`config.mk`:
```
export PLATFORM = sky130hd
export DESIGN_NAME = bounded_ordered_list_engine
export DESIGN_NICKNAME = d
export VERILOG_FILES = /design/src/rtl/core/bole_pkg.sv /design/src/rtl/core/bounded_ordered_list_engine.sv
export SDC_FILE = /design/constraint.sdc
export NUM_CORES = 1
export LEC_CHECK = 0
export BUFFER_PORTS_ARGS = -buffer_cell sky130_fd_sc_hd__clkbuf_2
export CORE_UTILIZATION = 55
export DETAILED_ROUTE_END_ITERATION = 7
export PLACE_DENSITY = 0.71
export SLEW_MARGIN = 40
export SYNTH_ARGS = -nofsm -noshare
export SYNTH_HDL_FRONTEND = slang
export SYNTH_SLANG_ARGS = --single-unit
```
`constraint.sdc`:
```
create_clock -name clk -period 11.6 [get_ports clk]
set_input_delay 1.74 -clock clk [delete_from_list [all_inputs] [get_ports clk]]
set_output_delay 1.74 -clock clk [all_outputs]
set_load 0.02 [all_outputs]
```
`src/rtl/core/bole_pkg.sv`:
```
// ----------------------------------------------------------------------------
// bole_pkg - shared definitions for the bounded ordered list engine
// Command and status codes, field widths and stream word layouts.
// ----------------------------------------------------------------------------
package bole_pkg;

	// field widths
	localparam int CMD_W     = 3;
	localparam int OPERAND_W = 32;
	localparam int STATUS_W  = 2;
	localparam int ELEM_W    = 32;
	localparam int RCNT_W    = 7;

	// stream word widths, padded to whole bytes
	localparam int IN_TDATA_W  = 40;
	localparam int OUT_TDATA_W = 48;

	typedef logic [CMD_W-1:0]     cmd_t;
	typedef logic [OPERAND_W-1:0] operand_t;
	typedef logic [STATUS_W-1:0]  status_t;
	typedef logic [ELEM_W-1:0]    elem_t;
	typedef logic [RCNT_W-1:0]    rcnt_t;

	// commands
	localparam cmd_t CMD_INS_FRONT = 3'd0;
	localparam cmd_t CMD_INS_BACK  = 3'd1;
	localparam cmd_t CMD_DUMP      = 3'd2;
	localparam cmd_t CMD_REMOVE    = 3'd3;
	localparam cmd_t CMD_CLEAR     = 3'd4;

	// result status
	localparam status_t ST_OK       = 2'd0;
	localparam status_t ST_EMPTY    = 2'd1;
	localparam status_t ST_FULL     = 2'd2;
	localparam status_t ST_NOTFOUND = 2'd3;

endpackage

```
`src/rtl/core/bounded_ordered_list_engine.sv`:
```
// ----------------------------------------------------------------------------
// bounded_ordered_list_engine - ordered list of signed words in a ring store
// Insert at front or back, dump in order, remove all matches, clear.
// ----------------------------------------------------------------------------
//
//  channel   direction  word contents (low bit first)
//  s_axis    in         tdata: cmd[2:0], operand_value[34:3], zero pad to 40
//  m_axis    out        tdata: status[1:0], element[33:2], removed_count[40:34],
//                       zero pad to 48; tlast: last
//
//  One command is taken at a time; s_axis_tready is high only while idle.
//  Insert, clear and commands on an empty list finish in S_EXEC. Dump reads
//  each element from the store and then passes it through the output register.
//  Remove reads, compares and rewrites one store entry per cycle.
//  Unused commands return to idle with no result word.
//  Reset clears head, occupancy and control; the store itself is not cleared.
//  A stalled m_axis holds the engine in place; a new command may be taken
//  while the last result still waits in the output register.
//
module bounded_ordered_list_engine #(
	parameter int DEPTH      = 32,
	parameter int DATA_WIDTH = 32
) (
	input  logic                                clk,
	input  logic                                arst_n,
	input  logic                                s_axis_tvalid,
	output logic                                s_axis_tready,
	// cmd[2:0], operand_value[34:3], pad[39:35]
	input  logic [bole_pkg::IN_TDATA_W-1:0]     s_axis_tdata,
	output logic                                m_axis_tvalid,
	input  logic                                m_axis_tready,
	// status[1:0], element[33:2], removed_count[40:34], pad[47:41]
	output logic [bole_pkg::OUT_TDATA_W-1:0]    m_axis_tdata,
	output logic                                m_axis_tlast
);

	localparam int IW = (DEPTH > 1) ? $clog2(DEPTH) : 1;
	localparam int CW = $clog2(DEPTH + 1);

	typedef logic [DATA_WIDTH-1:0] word_t;
	typedef logic [IW-1:0]         idx_t;
	typedef logic [CW-1:0]         cnt_t;

	localparam logic [2:0] S_IDLE     = 3'd0;
	localparam logic [2:0] S_EXEC     = 3'd1;
	localparam logic [2:0] S_DUMP_RD  = 3'd2;
	localparam logic [2:0] S_DUMP_OUT = 3'd3;
	localparam logic [2:0] S_RM       = 3'd4;
	localparam logic [2:0] S_RM_DONE  = 3'd5;

	function automatic idx_t slot_of(input idx_t hd, input idx_t off);
		logic [IW:0] sum;
		sum = {1'b0, hd} + {1'b0, off};
		if (sum >= (IW+1)'(DEPTH))
			sum = sum - (IW+1)'(DEPTH);
		return sum[IW-1:0];
	endfunction

	logic [2:0]        state_q;
	bole_pkg::cmd_t    cmd_q;
	word_t             word_q;
	idx_t              head_q;
	cnt_t              occ_q;
	cnt_t              idx_q;
	cnt_t              kept_q;
	logic              rd_pend_q;

	// ring store
	word_t             mem_q [DEPTH];
	word_t             rd_data_q;
	logic              mem_we;
	idx_t              mem_waddr;
	word_t             mem_wdata;
	logic              mem_re;
	idx_t              mem_raddr;

	// output register
	logic              out_valid_q;
	bole_pkg::status_t out_status_q;
	bole_pkg::elem_t   out_elem_q;
	bole_pkg::rcnt_t   out_rcnt_q;
	logic              out_last_q;
	logic              out_free;

	logic              emit;
	bole_pkg::status_t emit_status;
	bole_pkg::elem_t   emit_elem;
	bole_pkg::rcnt_t   emit_rcnt;
	logic              emit_last;

	logic              in_fire;
	logic              full;
	logic              is_match;
	idx_t              head_dec;

	assign in_fire  = s_axis_tvalid && s_axis_tready;
	assign out_free = !out_valid_q || m_axis_tready;
	assign full     = (occ_q >= cnt_t'(DEPTH));
	assign is_match = (rd_data_q == word_q);
	assign head_dec = (head_q == '0) ? idx_t'(DEPTH - 1) : head_q - idx_t'(1);

	assign s_axis_tready = (state_q == S_IDLE);
	assign m_axis_tvalid = out_valid_q;
	assign m_axis_tlast  = out_last_q;
	assign m_axis_tdata  = {7'b0, out_rcnt_q, out_elem_q, out_status_q};

	// store ports and result selection
	always_comb begin
		mem_we      = 1'b0;
		mem_waddr   = head_dec;
		mem_wdata   = word_q;
		mem_re      = 1'b0;
		mem_raddr   = slot_of(head_q, idx_q[IW-1:0]);
		emit        = 1'b0;
		emit_status = bole_pkg::ST_OK;
		emit_elem   = '0;
		emit_rcnt   = '0;
		emit_last   = 1'b1;
		unique case (state_q)
			S_EXEC: begin
				if (out_free) begin
					case (cmd_q)
						bole_pkg::CMD_INS_FRONT, bole_pkg::CMD_INS_BACK: begin
							emit = 1'b1;
							if (full) begin
								emit_status = bole_pkg::ST_FULL;
							end else begin
								mem_we = 1'b1;
								if (cmd_q == bole_pkg::CMD_INS_BACK)
									mem_waddr = slot_of(head_q, occ_q[IW-1:0]);
							end
						end
						bole_pkg::CMD_DUMP, bole_pkg::CMD_REMOVE,
						bole_pkg::CMD_CLEAR: begin
							if (occ_q == '0) begin
								emit        = 1'b1;
								emit_status = bole_pkg::ST_EMPTY;
							end else if (cmd_q == bole_pkg::CMD_CLEAR) begin
								emit = 1'b1;
							end
						end
						default: begin
						end
					endcase
				end
			end
			S_DUMP_RD: begin
				mem_re = 1'b1;
			end
			S_DUMP_OUT: begin
				if (out_free) begin
					emit      = 1'b1;
					emit_elem = bole_pkg::elem_t'(signed'(rd_data_q));
					emit_last = (idx_q + cnt_t'(1) == occ_q);
				end
			end
			S_RM: begin
				// compact: write survivors back at the kept position
				mem_we    = rd_pend_q && !is_match;
				mem_waddr = slot_of(head_q, kept_q[IW-1:0]);
				mem_wdata = rd_data_q;
				mem_re    = (idx_q < occ_q);
			end
			S_RM_DONE: begin
				if (out_free) begin
					emit = 1'b1;
					if (kept_q == occ_q)
						emit_status = bole_pkg::ST_NOTFOUND;
					else
						emit_rcnt = bole_pkg::rcnt_t'(occ_q - kept_q);
				end
			end
			default: begin
			end
		endcase
	end

	always_ff @(posedge clk) begin
		if (mem_we)
			mem_q[mem_waddr] <= mem_wdata;
		if (mem_re)
			rd_data_q <= mem_q[mem_raddr];
	end

	always_ff @(posedge clk) begin
		if (in_fire) begin
			cmd_q  <= bole_pkg::cmd_t'(s_axis_tdata[bole_pkg::CMD_W-1:0]);
			word_q <= word_t'(signed'(
				s_axis_tdata[bole_pkg::CMD_W +: bole_pkg::OPERAND_W]));
		end
		if (emit) begin
			out_status_q <= emit_status;
			out_elem_q   <= emit_elem;
			out_rcnt_q   <= emit_rcnt;
			out_last_q   <= emit_last;
		end
	end

	always_ff @(posedge clk or negedge arst_n) begin
		if (!arst_n) begin
			state_q     <= S_IDLE;
			head_q      <= '0;
			occ_q       <= '0;
			idx_q       <= '0;
			kept_q      <= '0;
			rd_pend_q   <= 1'b0;
			out_valid_q <= 1'b0;
		end else begin
			if (emit)
				out_valid_q <= 1'b1;
			else if (m_axis_tready)
				out_valid_q <= 1'b0;

			unique case (state_q)
				S_IDLE: begin
					if (in_fire)
						state_q <= S_EXEC;
				end
				S_EXEC: begin
					if (out_free) begin
						idx_q     <= '0;
						kept_q    <= '0;
						rd_pend_q <= 1'b0;
						state_q   <= S_IDLE;
						case (cmd_q)
							bole_pkg::CMD_INS_FRONT, bole_pkg::CMD_INS_BACK: begin
								if (!full) begin
									occ_q <= occ_q + cnt_t'(1);
									if (cmd_q == bole_pkg::CMD_INS_FRONT)
										head_q <= head_dec;
								end
							end
							bole_pkg::CMD_DUMP: begin
								if (occ_q != '0)
									state_q <= S_DUMP_RD;
							end
							bole_pkg::CMD_REMOVE: begin
								if (occ_q != '0)
									state_q <= S_RM;
							end
							bole_pkg::CMD_CLEAR: begin
								occ_q  <= '0;
								head_q <= '0;
							end
							default: begin
							end
						endcase
					end
				end
				S_DUMP_RD: begin
					state_q <= S_DUMP_OUT;
				end
				S_DUMP_OUT: begin
					if (out_free) begin
						idx_q   <= idx_q + cnt_t'(1);
						state_q <= emit_last ? S_IDLE : S_DUMP_RD;
					end
				end
				S_RM: begin
					if (rd_pend_q && !is_match)
						kept_q <= kept_q + cnt_t'(1);
					if (idx_q < occ_q) begin
						idx_q     <= idx_q + cnt_t'(1);
						rd_pend_q <= 1'b1;
					end else begin
						rd_pend_q <= 1'b0;
					end
					// last compare happens this cycle
					if (rd_pend_q && idx_q == occ_q)
						state_q <= S_RM_DONE;
				end
				S_RM_DONE: begin
					if (out_free) begin
						occ_q   <= kept_q;
						state_q <= S_IDLE;
					end
				end
				default: begin
					state_q <= S_IDLE;
				end
			endcase
		end
	end

	a_occ_bound: assert property (@(posedge clk) disable iff (!arst_n)
		occ_q <= cnt_t'(DEPTH))
		else $error("occupancy exceeds depth");

	a_kept_behind: assert property (@(posedge clk) disable iff (!arst_n)
		(state_q == S_RM) |-> (kept_q <= idx_q))
		else $error("compaction write passed the read index");

	a_dump_in_range: assert property (@(posedge clk) disable iff (!arst_n)
		(state_q == S_DUMP_OUT) |-> (idx_q < occ_q))
		else $error("dump index beyond occupancy");

	a_rm_commit: assert property (@(posedge clk) disable iff (!arst_n)
		(state_q == S_RM_DONE && out_free) |=> (occ_q == $past(kept_q)))
		else $error("remove did not commit survivor count");

endmodule

```
# --- Yosys cells after proc, flatten, opt, wreduce, memory -nomap -nowiden ---
# Memories as Yosys holds them, arrays and structs flattened. A register that Yosys moved wholly into a read port is not among the register bits.
# Index checks and enable logic that the tools add are counted.
classes:
  n_reduce_logical: 27
  add_sub_neg: 11
  n_eq_ne: 24
  n_lt_le_gt_ge: 5
  n_mux: 61
  bitwise_logic: 2
op_table:
  columns: ["op", "n"]
  rows:
  - ["$mux 5", 10]
  - ["$mux 6", 7]
  - ["$pmux 6 s2", 3]
  - ["$eq 32x32->1", 1]
  - ["$mux 32", 1]
  - ["$ge 6x6->1 const B", 4]
  - ["$pmux 5 s2", 2]
  - ["$sub 5x1->5 const B", 4]
  - ["$add 5x5->6", 3]
  - ["$add 6x1->6 const B", 3]
  - ["$eq 6x6->1", 3]
  - ["$mux 3", 6]
  - ["$pmux 3 s6", 1]
  - ["$pmux 6 s3", 1]
  - ["$mux 1", 16]
  - ["$ne 2x2->1 const B", 8]
  - ["$reduce_and 5->1", 3]
  - ["$eq 3x2->1 const B", 4]
  - ["$mux 2", 6]
  - ["$pmux 1 s2", 5]
  - ["$eq 3x3->1 const B", 3]
  - ["$pmux 2 s2", 2]
  - ["$reduce_bool 2->1", 4]
  - ["$sub 6x6->7", 1]
  - ["20 further kinds", 29]
word_totals:
  input_bits: 44
  ff_bits: 105
  ramBits: 1024
  mem_count: 1
mem_list:
  columns: ["memory", "words", "word_bits", "rd", "rd_ports_with_merged_regs", "write_ports", "line_no", "rtl"]
  rows:
  - ["mem_q", 32, 32, 1, 1, 1, "bounded_ordered_list_engine.sv:69", "word_t mem_q [DEPTH];"]

# --- Longest topological paths before layout ---
logic_depth:
  word_depth: 8
  depth_mapped: 10
  depth_no_buf: 9

# --- Worst setup path before layout ---
# No wires, ideal clock.
synth_path:
  path_kind: "input to register"
  startpoint: "input port m_axis_tready"
  endpoint: "memory mem_q[27][0] (netlist bit) (enable)"
  t_arrival_ps: 6015
  stages: 7
  path_slack_ps: 5083
  required_ps: 11098
  path_buffers: 1
  cell_sequence: "nor2b_1 or4_4 o211a_1 a31oi_4 o2bb2ai_1 buf_6 nor4_1"
synth_via:
  elab_chain_cells: 5
  word_cells_on_any_way: 7
  cone_classes: "mux: 6; reduce/logical: 1"
synth_lines:
  columns: ["item", "line_no", "rtl"]
  rows:
  - ["from (decl)", "bounded_ordered_list_engine.sv:31", "input logic m_axis_tready,"]
  - ["$logic_or 1x1->1 *", "bounded_ordered_list_engine.sv:97", "assign out_free = !out_valid_q || m_axis_tready;"]
  - ["$mux 1", "bounded_ordered_list_engine.sv:121", "if (out_free) begin"]
  - ["$pmux 1 s2", "bounded_ordered_list_engine.sv:119", "unique case (state_q)"]
  - ["$mux 1", "bounded_ordered_list_engine.sv:179", "if (mem_we)"]
  - ["$mux 1 (not written as such)", "bounded_ordered_list_engine.sv:180", "mem_q[mem_waddr] <= mem_wdata;"]
  - ["to (decl)", "bounded_ordered_list_engine.sv:69", null]
# Mark *: on every way between the ends. The rest lies on a longest branch, timed or not.

# --- Final worst setup path ---
layout_path:
  startpoint: "input port m_axis_tready"
  endpoint: "memory mem_q[31][26] (netlist bit) (enable)"
# Same word-level chain as after synthesis.

==> key figures <==
Placed design
  – RD Place Congestion: around 0.84
  – Post-DP HPWL: between 50 and 60 mm
  – I/O Buffers: just over 80
  – Placed Cells: roughly 3500
  – Setup WS pre-CTS: between 6 and 7 ns

Clocking
  – Clk_lat worst skew: 0.69 ns
  – CTS buffer count: 112
  – Setup bufs post-CTS: 0
  – Clk buf depth: 3
  – CTS Hold Bufs: 0
  – CTS resizes: 0
  – Clock Sinks: 1161
  – CTS root buffer: clkbuf_16
  – Clock Pin Slew Worst Setup and Hold Paths: approximately 0.060 ns
  – H-tree depth: 3
  – CTS tree: yes

Layout
  – Final core occ: 0.630
  – Post-route insts no fill: between 3000 and 4000
  – Multi-input gate area: 0.0107 mm^2
  – Final Net Count: between 2000 and 3000
  – Most frequent cells in the layout: 1133 x edfxtp_1, 256 x mux4_2, 153 x inv_1
  – Register area: 0.0347 mm^2
  – Area delta synth->final: 12.9%
  – Commonest non-fill, non-tap cell in the layout: edfxtp_1
  – Share of cells above drive strength 1: 0.249
  – FILL cells: ~5500
  – ANT cells: 0

Routing
  – ANT nets after route: 0
  – Vias/cell: around 6.5
  – Vias: approximately 24000
  – Routed wire length: between 100 and 150 mm
  – WL/cell: ~29 um
  – Drt pass-1 iters: 5
  – Initial drt markers: approximately 2700
  – Drt drc: 0

Power
  – PwrDens: roughly 270 mW/mm^2
  – Max rail drop VDD: 237 uV
  – Pleak: roughly 0.017 uW

Global route
  – Initial antenna violation count: 5
  – Gr usage total: 0.258
  – Overflow after GRT: 0
  – Global-route wire length before repair: 157 mm
  – Largest net degree at the start of global routing: 83
  – Vias in the first global route: 23600

Logic synthesis
  – Seq/Total Area, Yosys: 0.754
  – Mapped Area: about 0.046 mm^2
  – #FFs+latches synth: around 1200
  – Synth warnings: 0
  – Mean post-synth cell area: between 15 and 20 um^2
  – Synth cell types: about 60
  – Async set-reset flop share out of synthesis: 0.0241
  – Post-synth EDFFs: 1133
  – Predominant post-synthesis flop cell: edfxtp_1
  – Gate Count Post-Synth: 2358

Setup path
  – Crit start category: input pin
  – Max FO, Critical Path: 27
  – Worst EP required: ~12 ns
  – Worst Reg-to-Reg Cells: 8
  – R2R Setup Slk: around 7.2 ns
  – CP endpoint kind: register
  – Crit path kind: in2reg
  – Crit path DAT: approximately 4.7 ns

Die
  – Row cnt: around 110
  – I/O pin cnt: between 90 and 100
  – Die width: 291 um
  – Initial Util: 0.558
  – Core area: 0.0825 mm^2
  – Die height: 291 um
  – Die area: around 0.085 mm^2

Timing
  – Worst setup margin: around 7 ns
  – Slew at the pin closest to its max-slew limit: 0.830 ns
  – Hold Violations, Final: 0
  – Slew Limit Headroom: 0.444
  – Final period utilization: 0.380
  – Final setup TNS: 0 ns
  – Pins Over Slew Limit: 0
  – RSZ-0062 raised after global routing: false
  – Fin Hold WS: ~0.57 ns
  – # setup viols final: 0
  – Clock skew: 0.0445 ns
  – Peak Freq: 227 MHz
  – Minimum clock period: roughly 4.4 ns

Min path
  – Worst hold path class: reg2reg
  – WHS Path Cells: 1

Run
  – Max-cap violations: 0

Outcome
  – Status: finished clean
[cell usage after synthesis (all sizes together) (8+ instances only)]
cell,count,share of area
mux2i,37,0.0080
nor2,29,0.0024
nand2b,11,0.0015
nand4,10,0.0014
buf,35,0.0042
ha,29,0.0079
nand2,128,0.010
xor2,8,0.0015
o22ai,67,0.0091
dfrtp,28,0.015
and2,36,0.0049
nor2b,10,0.0014
mux4,256,0.13
inv,153,0.012
nor4,21,0.0032
o21ai,39,0.0042
clkbuf,85,0.0069
a21oi,17,0.0019
xnor2,46,0.0087
nor3,28,0.0030
nand3,15,0.0016
edfxtp,1133,0.74
a221oi,66,0.013
[critical path, cell delays in order]
cell and delay [ns]:
clkbuf_2 0.09, nor2b_1 0.50, nor4_4 0.17, nor3_1 0.25, a221oi_2 0.08, nand2b_1 0.44, nor4_2 0.73, buf_4 0.68
[worst paths after layout]
check	endpoint	start
max in group asynchronous	kept_q[3]	arst_n
worst max register to register	mem_q[28][31]	state_q[2]
worst max-delay path	mem_q[31][26]	m_axis_tready
worst min register to register	kept_q[4]	kept_q[4]
worst min-delay path	kept_q[4]	kept_q[4]
min in group asynchronous	head_q[4]	arst_n
[power breakdown]
| group | total (uW) | internal (uW) | switching (uW) | leakage, uW |
|---|---|---|---|---|
| clock | 3560 | 2030 | 1530 | 0.00173 |
| sequential | 5710 | 5490 | 224 | 0.0106 |
| combinational | 4580 | 1810 | 2770 | 0.00472 |
| total | 13900 | 9330 | 4520 | 0.0170 |
[registers in the layout, indices dropped and copies added, names as in the netlist, 6 cells and up]
name        count
idx_q           6
kept_q          6
mem_q        1024
occ_q           6
out_elem_q     32
out_rcnt_q      7
rd_data_q      32
word_q         32
[logic make-up after synthesis]
family | share of synthesized area
xor+xnor | 0.0103
simple gates | 0.0331
mux | 0.133
flops | 0.754
other cells | 0.0000814
compound gates | 0.0364
fa+ha+maj | 0.00961
buf+inv | 0.0236
[per-layer routing]
layer  track usage  wire length, um  vias up
li1              -                -     9851
met1         0.376            43600    12500
met2         0.389            49700     1279
met3        0.0628            11300      218
met4        0.0837             3310        4
met5             0               26        -
[cell type report]
| class | count | area share |
|---|---|---|
| clock buffers | 144 | 0.0564 |
| clock inverters | 63 | 0.0124 |
| inverters | 153 | 0.0110 |
| multi-input cells | 930 | 0.206 |
| flip-flops and latches | 1161 | 0.668 |
| well taps | 1070 | 0.0257 |
| repair buffers | 157 | 0.0212 |
[through the flow]
step	total power (uW)	instance area (um^2)
2_1_floorplan	8930	46100
3_3_place_gp	10100	48100
3_5_place_dp	10400	48300
4_1_cts	13900	51900
5_1_grt	14400	52000
6_report	13900	52000
Power figures use the tool's default switching activity.
